`src/rtl/core/mpo_pkg.sv`:
```
`default_nettype none

package mpo_pkg;

  // Waveform select codes
  localparam logic [1:0] WAVE_SINE     = 2'd0;
  localparam logic [1:0] WAVE_TRIANGLE = 2'd1;
  localparam logic [1:0] WAVE_SAW      = 2'd2;
  localparam logic [1:0] WAVE_SQUARE   = 2'd3;

  // Register indexes
  localparam int unsigned CFG_INDEX_BITS = 2;
  localparam logic [CFG_INDEX_BITS-1:0] REG_WAVE_TYPE  = 2'd0;
  localparam logic [CFG_INDEX_BITS-1:0] REG_PHASE_STEP = 2'd1;
  localparam logic [CFG_INDEX_BITS-1:0] REG_DUTY_LEVEL = 2'd2;

  localparam int unsigned PORT_PHASE_BITS = 32;
  localparam logic [PORT_PHASE_BITS-1:0] DUTY_RESET = 32'h8000_0000;

  localparam int unsigned DEF_LUT_ADDR_BITS = 9;
  localparam int unsigned DEF_SAMPLE_BITS   = 16;
  localparam int unsigned DEF_PHASE_BITS    = 32;

  // pi/2 in Q30
  localparam longint unsigned PI_HALF_Q30 = 64'd1686629713;

  // Magnitude of sin(pi/2 * k/q), q = 2^(lut_bits-2), scaled to the sample range.
  // Evaluated at elaboration only.
  function automatic longint unsigned quarter_sine(input int unsigned k,
                                                   input int unsigned lut_bits,
                                                   input int unsigned sample_bits);
    longint unsigned x;
    longint unsigned x2;
    longint unsigned term;
    longint          sum;
    longint unsigned half;
    longint unsigned mag;
    x    = (PI_HALF_Q30 * 64'(k)) >> (lut_bits - 2);
    x2   = (x * x) >> 30;
    half = 64'd1 << (sample_bits - 1);
    term = x;
    sum  = signed'(x);
    term = ((term * x2) >> 30) / 64'd6;   sum = sum - signed'(term);
    term = ((term * x2) >> 30) / 64'd20;  sum = sum + signed'(term);
    term = ((term * x2) >> 30) / 64'd42;  sum = sum - signed'(term);
    term = ((term * x2) >> 30) / 64'd72;  sum = sum + signed'(term);
    term = ((term * x2) >> 30) / 64'd110; sum = sum - signed'(term);
    term = ((term * x2) >> 30) / 64'd156; sum = sum + signed'(term);
    term = ((term * x2) >> 30) / 64'd210; sum = sum - signed'(term);
    term = ((term * x2) >> 30) / 64'd272; sum = sum + signed'(term);
    term = ((term * x2) >> 30) / 64'd342; sum = sum - signed'(term);
    if (sum < 0) begin
      sum = 0;
    end
    mag = (unsigned'(sum) * half + (64'd1 << 29)) >> 30;
    if (mag > half - 64'd1) begin
      mag = half - 64'd1;
    end
    return mag;
  endfunction

endpackage

`default_nettype wire

```
`src/rtl/core/multiwave_phase_oscillator.sv`:
```
`default_nettype none

// Phase-accumulator oscillator giving one sine, triangle, saw or square sample
// per input beat. A beat may load a new phase first; the sample is taken at the
// current phase, then the signed step is added modulo one cycle and the new
// phase is returned with the sample. Throughput is one beat per clock while the
// output is not stalled; each beat passes an input register, then a result
// register. The rate is set by the combinational phase add, and the sine path
// (quarter-wave table read twice plus one 16-bit interpolation multiply) fits
// between the two registers. The sine table is constant, built at elaboration,
// so there is no start-up sweep. Configuration is taken at any time on its own
// channel and must only be written while no beat is in flight.

module multiwave_phase_oscillator #(
  parameter int unsigned LUT_ADDR_BITS = mpo_pkg::DEF_LUT_ADDR_BITS,
  parameter int unsigned SAMPLE_BITS   = mpo_pkg::DEF_SAMPLE_BITS,
  parameter int unsigned PHASE_BITS    = mpo_pkg::DEF_PHASE_BITS
) (
  input  wire logic                                       clk,
  input  wire logic                                       rst,
  input  wire logic                                       cfg_valid,
  output logic                                            cfg_ready,
  input  wire logic [mpo_pkg::CFG_INDEX_BITS-1:0]         cfg_index,
  input  wire logic [31:0]                                cfg_data,
  input  wire logic                                       in_valid,
  output logic                                            in_ready,
  input  wire logic                                       load_phase,
  input  wire logic [mpo_pkg::PORT_PHASE_BITS-1:0]        phase_value,
  output logic                                            out_valid,
  input  wire logic                                       out_ready,
  output logic signed [SAMPLE_BITS-1:0]                   sample,
  output logic [mpo_pkg::PORT_PHASE_BITS-1:0]             phase_now
);

  localparam int unsigned QN        = 1 << (LUT_ADDR_BITS - 2);
  localparam int unsigned MAG_BITS  = SAMPLE_BITS - 1;
  localparam int unsigned FRAC_SPAN = PHASE_BITS - LUT_ADDR_BITS;
  localparam int unsigned FRAC_BITS = (FRAC_SPAN < 16) ? FRAC_SPAN : 16;
  localparam int unsigned FRAC_DROP = FRAC_SPAN - FRAC_BITS;
  localparam int unsigned PROD_W    = FRAC_BITS + SAMPLE_BITS + 2;

  localparam logic signed [SAMPLE_BITS-1:0] S_MAX = {1'b0, {(SAMPLE_BITS-1){1'b1}}};
  localparam logic signed [SAMPLE_BITS-1:0] S_MIN = {1'b1, {(SAMPLE_BITS-1){1'b0}}};
  localparam logic signed [SAMPLE_BITS+1:0] TRI_HALF =
    (SAMPLE_BITS+2)'(1) << (SAMPLE_BITS - 1);
  localparam logic signed [SAMPLE_BITS+1:0] TRI_MAX = (SAMPLE_BITS+2)'(S_MAX);
  localparam logic signed [PROD_W-1:0] RND_HALF = PROD_W'(1) << (FRAC_BITS - 1);
  localparam logic [LUT_ADDR_BITS-2:0] QTOP = (LUT_ADDR_BITS-1)'(QN);

  typedef logic [QN:0][MAG_BITS-1:0] qtab_t;

  function automatic qtab_t build_qtab();
    qtab_t t;
    for (int i = 0; i <= int'(QN); i++) begin
      t[i] = MAG_BITS'(mpo_pkg::quarter_sine(i, LUT_ADDR_BITS, SAMPLE_BITS));
    end
    return t;
  endfunction

  localparam qtab_t QTAB = build_qtab();

  // Configuration
  logic [1:0]              wave_type;
  logic signed [31:0]      phase_step;
  logic [PHASE_BITS-1:0]   duty_level;
  logic [PHASE_BITS-1:0]   step_ext;

  assign cfg_ready = 1'b1;
  assign step_ext  = PHASE_BITS'(phase_step);

  always_ff @(posedge clk) begin
    if (rst) begin
      wave_type  <= mpo_pkg::WAVE_SINE;
      phase_step <= '0;
      duty_level <= PHASE_BITS'(mpo_pkg::DUTY_RESET);
    end else if (cfg_valid && cfg_ready) begin
      unique case (cfg_index)
        mpo_pkg::REG_WAVE_TYPE:  wave_type  <= cfg_data[1:0];
        mpo_pkg::REG_PHASE_STEP: phase_step <= signed'(cfg_data);
        mpo_pkg::REG_DUTY_LEVEL: duty_level <= PHASE_BITS'(cfg_data);
        default: ;
      endcase
    end
  end

  // Input stage and phase accumulator
  logic                  phase_load;
  logic                  s1_valid;
  logic                  s1_move;
  logic                  out_free;
  logic [PHASE_BITS-1:0] phase;
  logic [PHASE_BITS-1:0] phase_cur;
  logic [PHASE_BITS-1:0] phase_next;
  logic [PHASE_BITS-1:0] s1_phase;
  logic [PHASE_BITS-1:0] s1_next;

  assign out_free   = !out_valid || out_ready;
  assign s1_move    = s1_valid && out_free;
  assign in_ready   = !s1_valid || out_free;
  assign phase_load = in_valid && in_ready;
  assign phase_cur  = load_phase ? PHASE_BITS'(phase_value) : phase;
  assign phase_next = phase_cur + step_ext;

  always_ff @(posedge clk) begin
    if (rst) begin
      phase    <= '0;
      s1_valid <= 1'b0;
    end else begin
      if (phase_load) begin
        phase <= phase_next;
      end
      if (phase_load) begin
        s1_valid <= 1'b1;
      end else if (s1_move) begin
        s1_valid <= 1'b0;
      end
    end
  end

  always_ff @(posedge clk) begin
    if (phase_load) begin
      s1_phase <= phase_cur;
      s1_next  <= phase_next;
    end
  end

  // Sine: quarter-wave table at two neighbouring points, then interpolate
  logic [LUT_ADDR_BITS-1:0]   idx_a;
  logic [LUT_ADDR_BITS-1:0]   idx_b;
  logic [LUT_ADDR_BITS-2:0]   taddr_a;
  logic [LUT_ADDR_BITS-2:0]   taddr_b;
  logic signed [SAMPLE_BITS-1:0] sin_a;
  logic signed [SAMPLE_BITS-1:0] sin_b;
  logic signed [SAMPLE_BITS:0]   sin_diff;
  logic [FRAC_BITS-1:0]          frac;
  logic signed [PROD_W-1:0]      prod;
  logic signed [PROD_W-1:0]      prod_rnd;
  logic signed [SAMPLE_BITS-1:0] sin_val;

  assign idx_a = s1_phase[PHASE_BITS-1 -: LUT_ADDR_BITS];
  assign idx_b = idx_a + LUT_ADDR_BITS'(1);
  assign frac  = s1_phase[FRAC_DROP +: FRAC_BITS];

  // Odd quadrants run the table backwards; the upper half is negated
  assign taddr_a = idx_a[LUT_ADDR_BITS-2] ?
                   QTOP - {1'b0, idx_a[LUT_ADDR_BITS-3:0]} : {1'b0, idx_a[LUT_ADDR_BITS-3:0]};
  assign taddr_b = idx_b[LUT_ADDR_BITS-2] ?
                   QTOP - {1'b0, idx_b[LUT_ADDR_BITS-3:0]} : {1'b0, idx_b[LUT_ADDR_BITS-3:0]};

  assign sin_a = idx_a[LUT_ADDR_BITS-1] ? -signed'({1'b0, QTAB[taddr_a]})
                                        :  signed'({1'b0, QTAB[taddr_a]});
  assign sin_b = idx_b[LUT_ADDR_BITS-1] ? -signed'({1'b0, QTAB[taddr_b]})
                                        :  signed'({1'b0, QTAB[taddr_b]});

  assign sin_diff = (SAMPLE_BITS+1)'(sin_b) - (SAMPLE_BITS+1)'(sin_a);
  assign prod     = PROD_W'(signed'({1'b0, frac})) * PROD_W'(sin_diff);
  assign prod_rnd = prod + RND_HALF;
  assign sin_val  = sin_a + SAMPLE_BITS'(prod_rnd >>> FRAC_BITS);

  // Saw and triangle from the top phase bits, square from the duty compare
  logic [SAMPLE_BITS-1:0]        saw_top;
  logic signed [SAMPLE_BITS-1:0] saw_val;
  logic signed [SAMPLE_BITS:0]   saw_abs;
  logic signed [SAMPLE_BITS+1:0] tri_wide;
  logic signed [SAMPLE_BITS-1:0] tri_val;
  logic signed [SAMPLE_BITS-1:0] sq_val;
  logic signed [SAMPLE_BITS-1:0] sample_next;

  if (PHASE_BITS >= SAMPLE_BITS) begin : g_top_down
    assign saw_top = s1_phase[PHASE_BITS-1 -: SAMPLE_BITS];
  end else begin : g_top_up
    assign saw_top = {s1_phase, {(SAMPLE_BITS-PHASE_BITS){1'b0}}};
  end

  assign saw_val  = signed'({~saw_top[SAMPLE_BITS-1], saw_top[SAMPLE_BITS-2:0]});
  assign saw_abs  = saw_val[SAMPLE_BITS-1] ? -(SAMPLE_BITS+1)'(saw_val)
                                           :  (SAMPLE_BITS+1)'(saw_val);
  assign tri_wide = ((SAMPLE_BITS+2)'(saw_abs) <<< 1) - TRI_HALF;
  assign tri_val  = (tri_wide > TRI_MAX) ? S_MAX : SAMPLE_BITS'(tri_wide);
  assign sq_val   = (s1_phase <= duty_level) ? S_MAX : S_MIN;

  always_comb begin
    case (wave_type)
      mpo_pkg::WAVE_SINE:     sample_next = sin_val;
      mpo_pkg::WAVE_TRIANGLE: sample_next = tri_val;
      mpo_pkg::WAVE_SAW:      sample_next = saw_val;
      default:                sample_next = sq_val;
    endcase
  end

  // Result register
  always_ff @(posedge clk) begin
    if (rst) begin
      out_valid <= 1'b0;
    end else if (out_free) begin
      out_valid <= s1_valid;
    end
  end

  always_ff @(posedge clk) begin
    if (s1_move) begin
      sample    <= sample_next;
      phase_now <= mpo_pkg::PORT_PHASE_BITS'(s1_next);
    end
  end

  // Checks
  a_hold_when_full: assert property (@(posedge clk) disable iff (rst)
    s1_valid && out_valid && !out_ready |-> !in_ready)
    else $error("input taken while both stages are full");

  a_out_from_stage: assert property (@(posedge clk) disable iff (rst)
    $rose(out_valid) |-> $past(s1_valid))
    else $error("result shown with no item in the input stage");

  a_phase_advance: assert property (@(posedge clk) disable iff (rst)
    in_valid && in_ready && !load_phase |=> phase == $past(phase + step_ext))
    else $error("phase did not advance by the step");

  a_stage_phase: assert property (@(posedge clk) disable iff (rst)
    s1_valid |-> s1_next == s1_phase + step_ext)
    else $error("stored next phase does not match stored phase plus step");

endmodule

`default_nettype wire

```
`config.mk`:
```
export PLATFORM = sky130hd
export DESIGN_NAME = multiwave_phase_oscillator
export DESIGN_NICKNAME = d
export VERILOG_FILES = /design/src/rtl/core/mpo_pkg.sv /design/src/rtl/core/multiwave_phase_oscillator.sv
export SDC_FILE = /design/constraint.sdc
export NUM_CORES = 1
export LEC_CHECK = 0
export ABC_AREA = 1
export BUFFER_PORTS_ARGS = -buffer_cell sky130_fd_sc_hd__buf_2
export CORE_MARGIN = 10
export CORE_UTILIZATION = 35
export DETAILED_ROUTE_END_ITERATION = 8
export GPL_TIMING_DRIVEN = 0
export PLACE_DENSITY = 0.55
export SLEW_MARGIN = 20
export SYNTH_ARGS = -nofsm -noshare
export SYNTH_HDL_FRONTEND = slang
export SYNTH_SLANG_ARGS = --single-unit
```
`constraint.sdc`:
```
create_clock -name clk -period 22.2 [get_ports clk]
set_clock_uncertainty 0.15 [all_clocks]
set_input_delay 4.44 -clock clk [delete_from_list [all_inputs] [get_ports clk]]
set_output_delay 4.44 -clock clk [all_outputs]
set_load 0.02 [all_outputs]
```
==> qor.log, run 1 <==
[route] DRC viols 0
[timing] setup slack after layout 6.05 ns
[timing] Slew headroom 27.0%
[synth] area share of and/or/nand/nor cells after synthesis 28.6%
[critical_path] data arrival time of the critical path 16.23 ns
[clock_tree] post-cts resize count 0
[critical_path] most frequent CP cell sky130_fd_sc_hd__nand2_1
[route] wl on met1 44500 um
[clock_tree] Post-CTS Setup Repair Bufs 0
[layout] number of fillers in the final layout 8180
[synth] number of warnings issued by yosys 0
[clock_tree] clock latency at the later pin of the worst-skew pair 0.55 ns
[clock_tree] htree depth 1
[critical_path] Setup Crit Path Kind reg2reg
[timing] Least-Margin Pin Slew 1.09 ns
[critical_path] biggest cell delay along the critical path 0.86 ns
[floorplanning] area of the die 88000 um2
[route] routed via count 26300
[synth] Mapped Nets 4374
[min_path] hold depth 0
[floorplanning] vertical extent of the die 297 um
[timing] Total Negative Setup Slacks 0 ns
[layout] area of all placed cells without fillers 29500 um2
[placed_design] placer congestion estimate 1.02
[synth] Mapped Cells 3847
[synth] post-synthesis cell type count 58
[synth] dominant combinational cell family by area after synthesis simple AND/OR/NAND/NOR gates
[synth] proportion of register bits with asynchronous set or reset after synthesis 0%
[global_route] via count of the first global-routing pass 25400
[global_route] initial antenna violation count 2
[synth] top post-synthesis cells by area sky130_fd_sc_hd__fa_1 16%, sky130_fd_sc_hd__nand2_1 15%, sky130_fd_sc_hd__edfxtp_1 13%, sky130_fd_sc_hd__ha_1 11%, sky130_fd_sc_hd__inv_1 8.2%
[critical_path] crit path max-delay cell type sky130_fd_sc_hd__edfxtp_1
[route] wire length on met2 44700 um
[floorplanning] initial core utilization 35.3%
[timing] final-report setup violation count 0
[synth] share of the synthesized area in compound gates (AO/OA/AOI/OAI) 10.3%
[clock_tree] maximum root-to-sink buffer count 3
[synth] average cell area after synthesis 6.96 um2
[layout] Syn-to-layout area delta 10.1%
[critical_path] Crit Reg-Reg Startpoint s1_phase[23]
[synth] xor/xnor share of the synthesized area 2.58%
[min_path] Worst Hold Class reg2reg
[timing] fmax 61.9 MHz
[clock_tree] clock root buffer master sky130_fd_sc_hd__clkbuf_16
[run_status] run status finished clean
[global_route] global-route usage over all layers 22.9%
[route] post-detailed-route count of antenna-violating nets 0
[layout] layout net count 4522
[synth] post-synthesis share of cell area spent on full adders, half adders and majority gates 27.2%
[synth] sequential-to-total area share from yosys stat 20.0%
[floorplanning] area of the placeable core 75900 um2
[global_route] pin count of the biggest net entering global routing 35
[floorplanning] DIE WIDTH 297 um
[floorplanning] row count 101
[clock_tree] Worst-path clk slew 0.06 ns
[critical_path] category of the worst setup path capture point flop
[timing] max-slew violation total from the final report 0
[route] DR top layer met5
[timing] final period utilization 72.8%
[timing] unrepaired setup endpoints after global routing no
[route] Met3 Wirelength 8800 um
[critical_path] worst reg2reg path depth 68
[route] final wirelength 102000 um
[synth] cell area after synthesis 26800 um2
[placed_design] Port Buffer Count 119
[synth] area fraction of the dominant cell type after synthesis 15.9%
[synth] most frequently used cell type in the post-synthesis netlist sky130_fd_sc_hd__nand2_1
[layout] fraction of final layout cells with drive strength greater than 1 7.20%
[route] WL/cell 20.2 um
[critical_path] sort of element at the start of the critical path flop
[synth] number of enable-type register cells in the synthesized netlist 112
[clock_tree] clock tree from TritonCTS built
[synth] most common library cells after synthesis 1070 x sky130_fd_sc_hd__nand2_1, 586 x sky130_fd_sc_hd__inv_1, 324 x sky130_fd_sc_hd__nor2_1
[layout] number of inserted diodes 0
[synth] area leader, netlist sky130_fd_sc_hd__fa_1
[clock_tree] Post-CTS Hold Buffers 0
[job] max capacitance violation total 0
[placed_design] pre-CTS setup slack 6.30 ns
[global_route] wire length of the first global-routing pass 154000 um
[synth] flip-flop and latch count after synthesis 212
[clock_tree] clock tree sinks 212
[clock_tree] CTS Buf Count 24
[global_route] GRT Residual Overflow 0
[floorplanning] I/O pins 123
[route] 1st-iter DRT viols 2252
[synth] mux contribution to synthesized area 0%
[timing] fin crit period 16.15 ns
[min_path] worst hold start s1_next[17]
[placed_design] dpl hpwl 83100 um
[synth] Main synth FF type sky130_fd_sc_hd__edfxtp_1
[route] drt via density 5.22
[route] count of TritonRoute iterations in the first routing pass 6
[critical_path] maximum fanout encountered on the critical timing path 16
[critical_path] CP startpoint s1_phase[23]
[placed_design] placed instance area 28800 um2
[timing] count of final hold-check violations 0
[critical_path] Worst EP required 22.28 ns
[cell families after synthesis]
group / Yosys count
and+or+nand+nor: 1839
buffers and inverters: 750
AOI/OAI and AO/OA: 511
adders and majority gates: 455
DFF: 212
xor gates and xnor gates: 79
other: 1
[per-stage QoR]
step	cells	utilization [%]	hold slack, ns
2_1_floorplan	3847	-	0.250
3_3_place_gp	4996	37.7	0.252
3_5_place_dp	4999	37.9	0.255
4_1_cts	5043	38.8	0.270
5_1_grt	5043	38.8	0.277
6_report	5043	38.8	0.268
[cell usage in the layout, fill, tap and decap left out, drive strengths merged, types with 12 or more instances in the layout]
master / synthesis / routed
nand2: 1088 / 1088
inv: 599 / 603
nor2: 337 / 337
nand3: 328 / 328
ha: 243 / 243
o21ai: 229 / 229
fa: 212 / 212
a21oi: 210 / 210
buf: 65 / 187
clkbuf: 80 / 115
edfxtp: 112 / 112
dfxtp: 100 / 100
xor2: 58 / 58
nand4: 34 / 34
nor3: 28 / 28
xnor2: 21 / 21
or2: 12 / 12
[state kept, by name (all words and copies together) (netlist names), 2 cells and up]
register,flops
duty_level,32
phase,32
phase_now,32
phase_step,32
s1_next,32
s1_phase,32
sample,16
wave_type,2
[final timing paths]
check / end / slack, ns
worst max-delay path: sample[9] / 6.05
worst max register to register: sample[9] / 6.05
worst min register to register: phase_now[17] / 0.27
worst min-delay path: phase_now[17] / 0.27
[critical path: cells and delay by family, from the launching register on]
family,cells,cell delay [ns]
fa+ha+maj,12,5.28
buf+inv,14,2.50
simple gates,33,4.95
xor+xnor,2,0.45
compound gates,7,1.58
flops,1,0.86
[layer usage]
layer,vias up,track usage (%)
li1,12500,-
met1,12300,31.3
met2,1207,36.0
met3,217,3.63
met4,4,8.21
met5,-,0
[cell type report]
type	count	area, um2	share of cell area (%)
buffer	145	723	2.45
clock inverter	9	60.1	0.204
multi-input combinational	2885	18400	62.5
sequential	212	5370	18.2
tap	1030	1290	4.37
clock buffer	35	663	2.25
timing repair buffer	122	671	2.27
inverter	605	2280	7.72
Power of run 1 is not shown: default switching activity piles up to over one toggle a cycle in this logic, so the estimate is an artifact.
==> run 2: changes to the inputs <==
clock period = 15.05 ns   (was 22.2 ns; I/O delays follow)
==> run 2 against run 1 <==
- worst hold slack is essentially flat
- global-route usage about the same
- critical path depth grew 1
- count of clock-buffer cells in the layout stayed put
- register-to-register slack got worse by 5.3 ns
- final cell count is essentially flat
- wire length rose by 0.13%
- via count about the same
==> qor.log, run 2 (synthesis results as in run 1) <==
[clock_tree] htree depth 1 [unchanged]
[route] WL/cell 20.3 um [+0.11%]
[min_path] Worst Hold Class reg2reg
[critical_path] Crit Reg-Reg Startpoint s1_phase[23]
[critical_path] biggest cell delay along the critical path 0.55 ns [-0.31 ns]
[layout] number of fillers in the final layout 8176 [-0.049%]
[min_path] hold depth 0 [unchanged]
[layout] Syn-to-layout area delta 10.4%
[critical_path] crit path max-delay cell type sky130_fd_sc_hd__fa_1
[floorplanning] row count 101 [unchanged]
[critical_path] maximum fanout encountered on the critical timing path 16 [unchanged]
[min_path] Hold Path End phase_now[17]
[critical_path] most frequent CP cell sky130_fd_sc_hd__nand2_1
[route] post-detailed-route count of antenna-violating nets 0 [unchanged]
[clock_tree] maximum root-to-sink buffer count 3 [unchanged]
[placed_design] placed instance area 28800 um2 [unchanged]
[global_route] pin count of the biggest net entering global routing 35 [unchanged]
[timing] fmax 69.8 MHz [+13%]
[critical_path] reg-to-reg setup timing slack 0.73 ns [-5.31 ns]
[timing] fin crit period 14.32 ns [-1.84 ns]
[global_route] GRT Residual Overflow 0 [unchanged]
[route] count of TritonRoute iterations in the first routing pass 7 [+1]
[clock_tree] CTS Buf Count 24 [unchanged]
[timing] count of final hold-check violations 0 [unchanged]
[global_route] initial antenna violation count 2 [unchanged]
[timing] setup slack after layout 0.733 ns [-5.31 ns]
[timing] max-slew violation total from the final report 0 [unchanged]
[layout] most used cells in the layout excluding fill and tap cells 1062 x sky130_fd_sc_hd__nand2_1, 583 x sky130_fd_sc_hd__inv_1, 324 x sky130_fd_sc_hd__nor2_1
[layout] number of inserted diodes 0 [unchanged]
[critical_path] category of the worst setup path capture point flop
[placed_design] Port Buffer Count 119 [unchanged]
[floorplanning] initial core utilization 35.3% [unchanged]
[critical_path] data arrival time of the critical path 14.41 ns [-1.82 ns]
[timing] final-report setup violation count 0 [unchanged]
[timing] Slew headroom 30.0% [+3.0 points]
[critical_path] Worst EP required 15.14 ns [-7.14 ns]
[layout] footprint of the multi-input gates 18500 um2 [+0.29%]
[critical_path] number of buffers and inverters on the critical path 12 [-2]
[clock_tree] clock tree sinks 212 [unchanged]
[layout] area of all placed cells without fillers 29600 um2 [+0.28%]
[layout] non-filler cells, final 5044 [+0.020%]
[route] routed via count 26300 [+0.0038%]
[run_status] run status finished clean
[min_path] worst hold start s1_next[17]
[clock_tree] clock tree from TritonCTS built
[route] 1st-iter DRT viols 2320 [+3.0%]
[critical_path] family of cells with the greatest summed delay on the critical path simple AND/OR/NAND/NOR gates
[clock_tree] Worst-path clk slew 0.06 ns [about the same]
[route] drt via density 5.22 [about the same]
[layout] Storage cell area 5370 um2 [unchanged]
[timing] Least-Margin Pin Slew 1.05 ns [-0.0411 ns]
[route] DRC viols 0 [unchanged]
[critical_path] endpoint of the lowest-slack register-to-register path sample[15]
[global_route] global-route usage over all layers 22.9% [+0.025 points]
[placed_design] dpl hpwl 83100 um [unchanged]
[critical_path] worst reg2reg path depth 69 [+1.5%]
[route] final wirelength 102000 um [+0.13%]
[floorplanning] I/O pins 123 [unchanged]
[floorplanning] area of the die 88000 um2 [unchanged]
[floorplanning] vertical extent of the die 297 um [unchanged]
[clock_tree] clock root buffer master sky130_fd_sc_hd__clkbuf_16
[placed_design] placer congestion estimate 1.02 [unchanged]
[critical_path] sort of element at the start of the critical path flop
[global_route] via count of the first global-routing pass 25400 [-0.024%]
[timing] final period utilization 95.1% [+22 points]
[layout] most common cell after layout, fill and taps aside sky130_fd_sc_hd__nand2_1
[floorplanning] DIE WIDTH 297 um [unchanged]
[job] max capacitance violation total 0 [unchanged]
[layout] fraction of final layout cells with drive strength greater than 1 7.72% [+0.52 points]
[critical_path] Setup Crit Path Kind reg2reg
[floorplanning] area of the placeable core 75900 um2 [unchanged]
[placed_design] number of instances in the placed design 4999 [unchanged]
[clock_tree] clock latency at the later pin of the worst-skew pair 0.55 ns [about the same]
[global_route] wire length of the first global-routing pass 154000 um [about the same]
[placed_design] pre-CTS setup slack -0.847 ns [-7.15 ns]
[layout] layout net count 4523 [+0.022%]
-- run 2: cell count changes in the layout (fill, tap and decap cells not counted), moves of 2 or more --
cell	previous run	this run
sky130_fd_sc_hd__clkbuf_1	89	83
sky130_fd_sc_hd__clkbuf_2	1	5
sky130_fd_sc_hd__clkinvlp_4	0	2
sky130_fd_sc_hd__inv_1	585	583
sky130_fd_sc_hd__nand2_1	1070	1062
sky130_fd_sc_hd__nand2_2	15	22
sky130_fd_sc_hd__o21ai_0	224	220
sky130_fd_sc_hd__o21ai_1	5	9
sky130_fd_sc_hd__xor2_1	57	55
sky130_fd_sc_hd__xor2_2	1	3
-- run 2: stage by stage --
step	hold WS, ns	util [%]	setup TNS, ns
floorplan	0.250	-	0
global placement	0.252	37.7	-10.66
detailed placement	0.255	37.9	-5.86
CTS	0.270	38.8	0
global route	0.277	38.9	-0.000375
finish	0.268	38.9	0
-- run 2: repair_timing --
action,4_1_cts,5_1_grt
setup buffers,1,0
hold buffers,0,0
pin swaps,0,0
gates resized for setup,5,30
endpoints found under the setup margin,12,12
-- run 2: metal layers --
layer	global-route usage, %	vias up	wire [um]
met4	8.19	4	4050
li1	-	12600	-
met2	36.0	1156	44800
met3	3.65	206	8250
met5	0	-	26
met1	31.3	12400	45100
-- run 2: how the worst max path moves through the flow --
stage,start,endpoint,slack (ns),depth (start not counted)
final,s1_phase[23],sample[15],0.73,69
after global routing,s1_phase[23],sample[13],-0.0004,71
after CTS,s1_phase[23],sample[9],0.05,66
after detailed placement,s1_phase[23],sample[13],-0.85,71
after global placement,s1_phase[23],sample[9],-1.26,69
after floorplan,s1_phase[23],sample[13],3.02,74
-- run 2: area by class of cell --
type	count	share of cell area, %
multi-input combinational	2885	62.5
sequential	212	18.1
inverter	605	7.72
tap	1030	4.36
buffer	145	2.50
timing repair buffer	123	2.29
clock buffer	35	2.24
clock inverter	9	0.203
Power of run 2 is left out for the same reason.
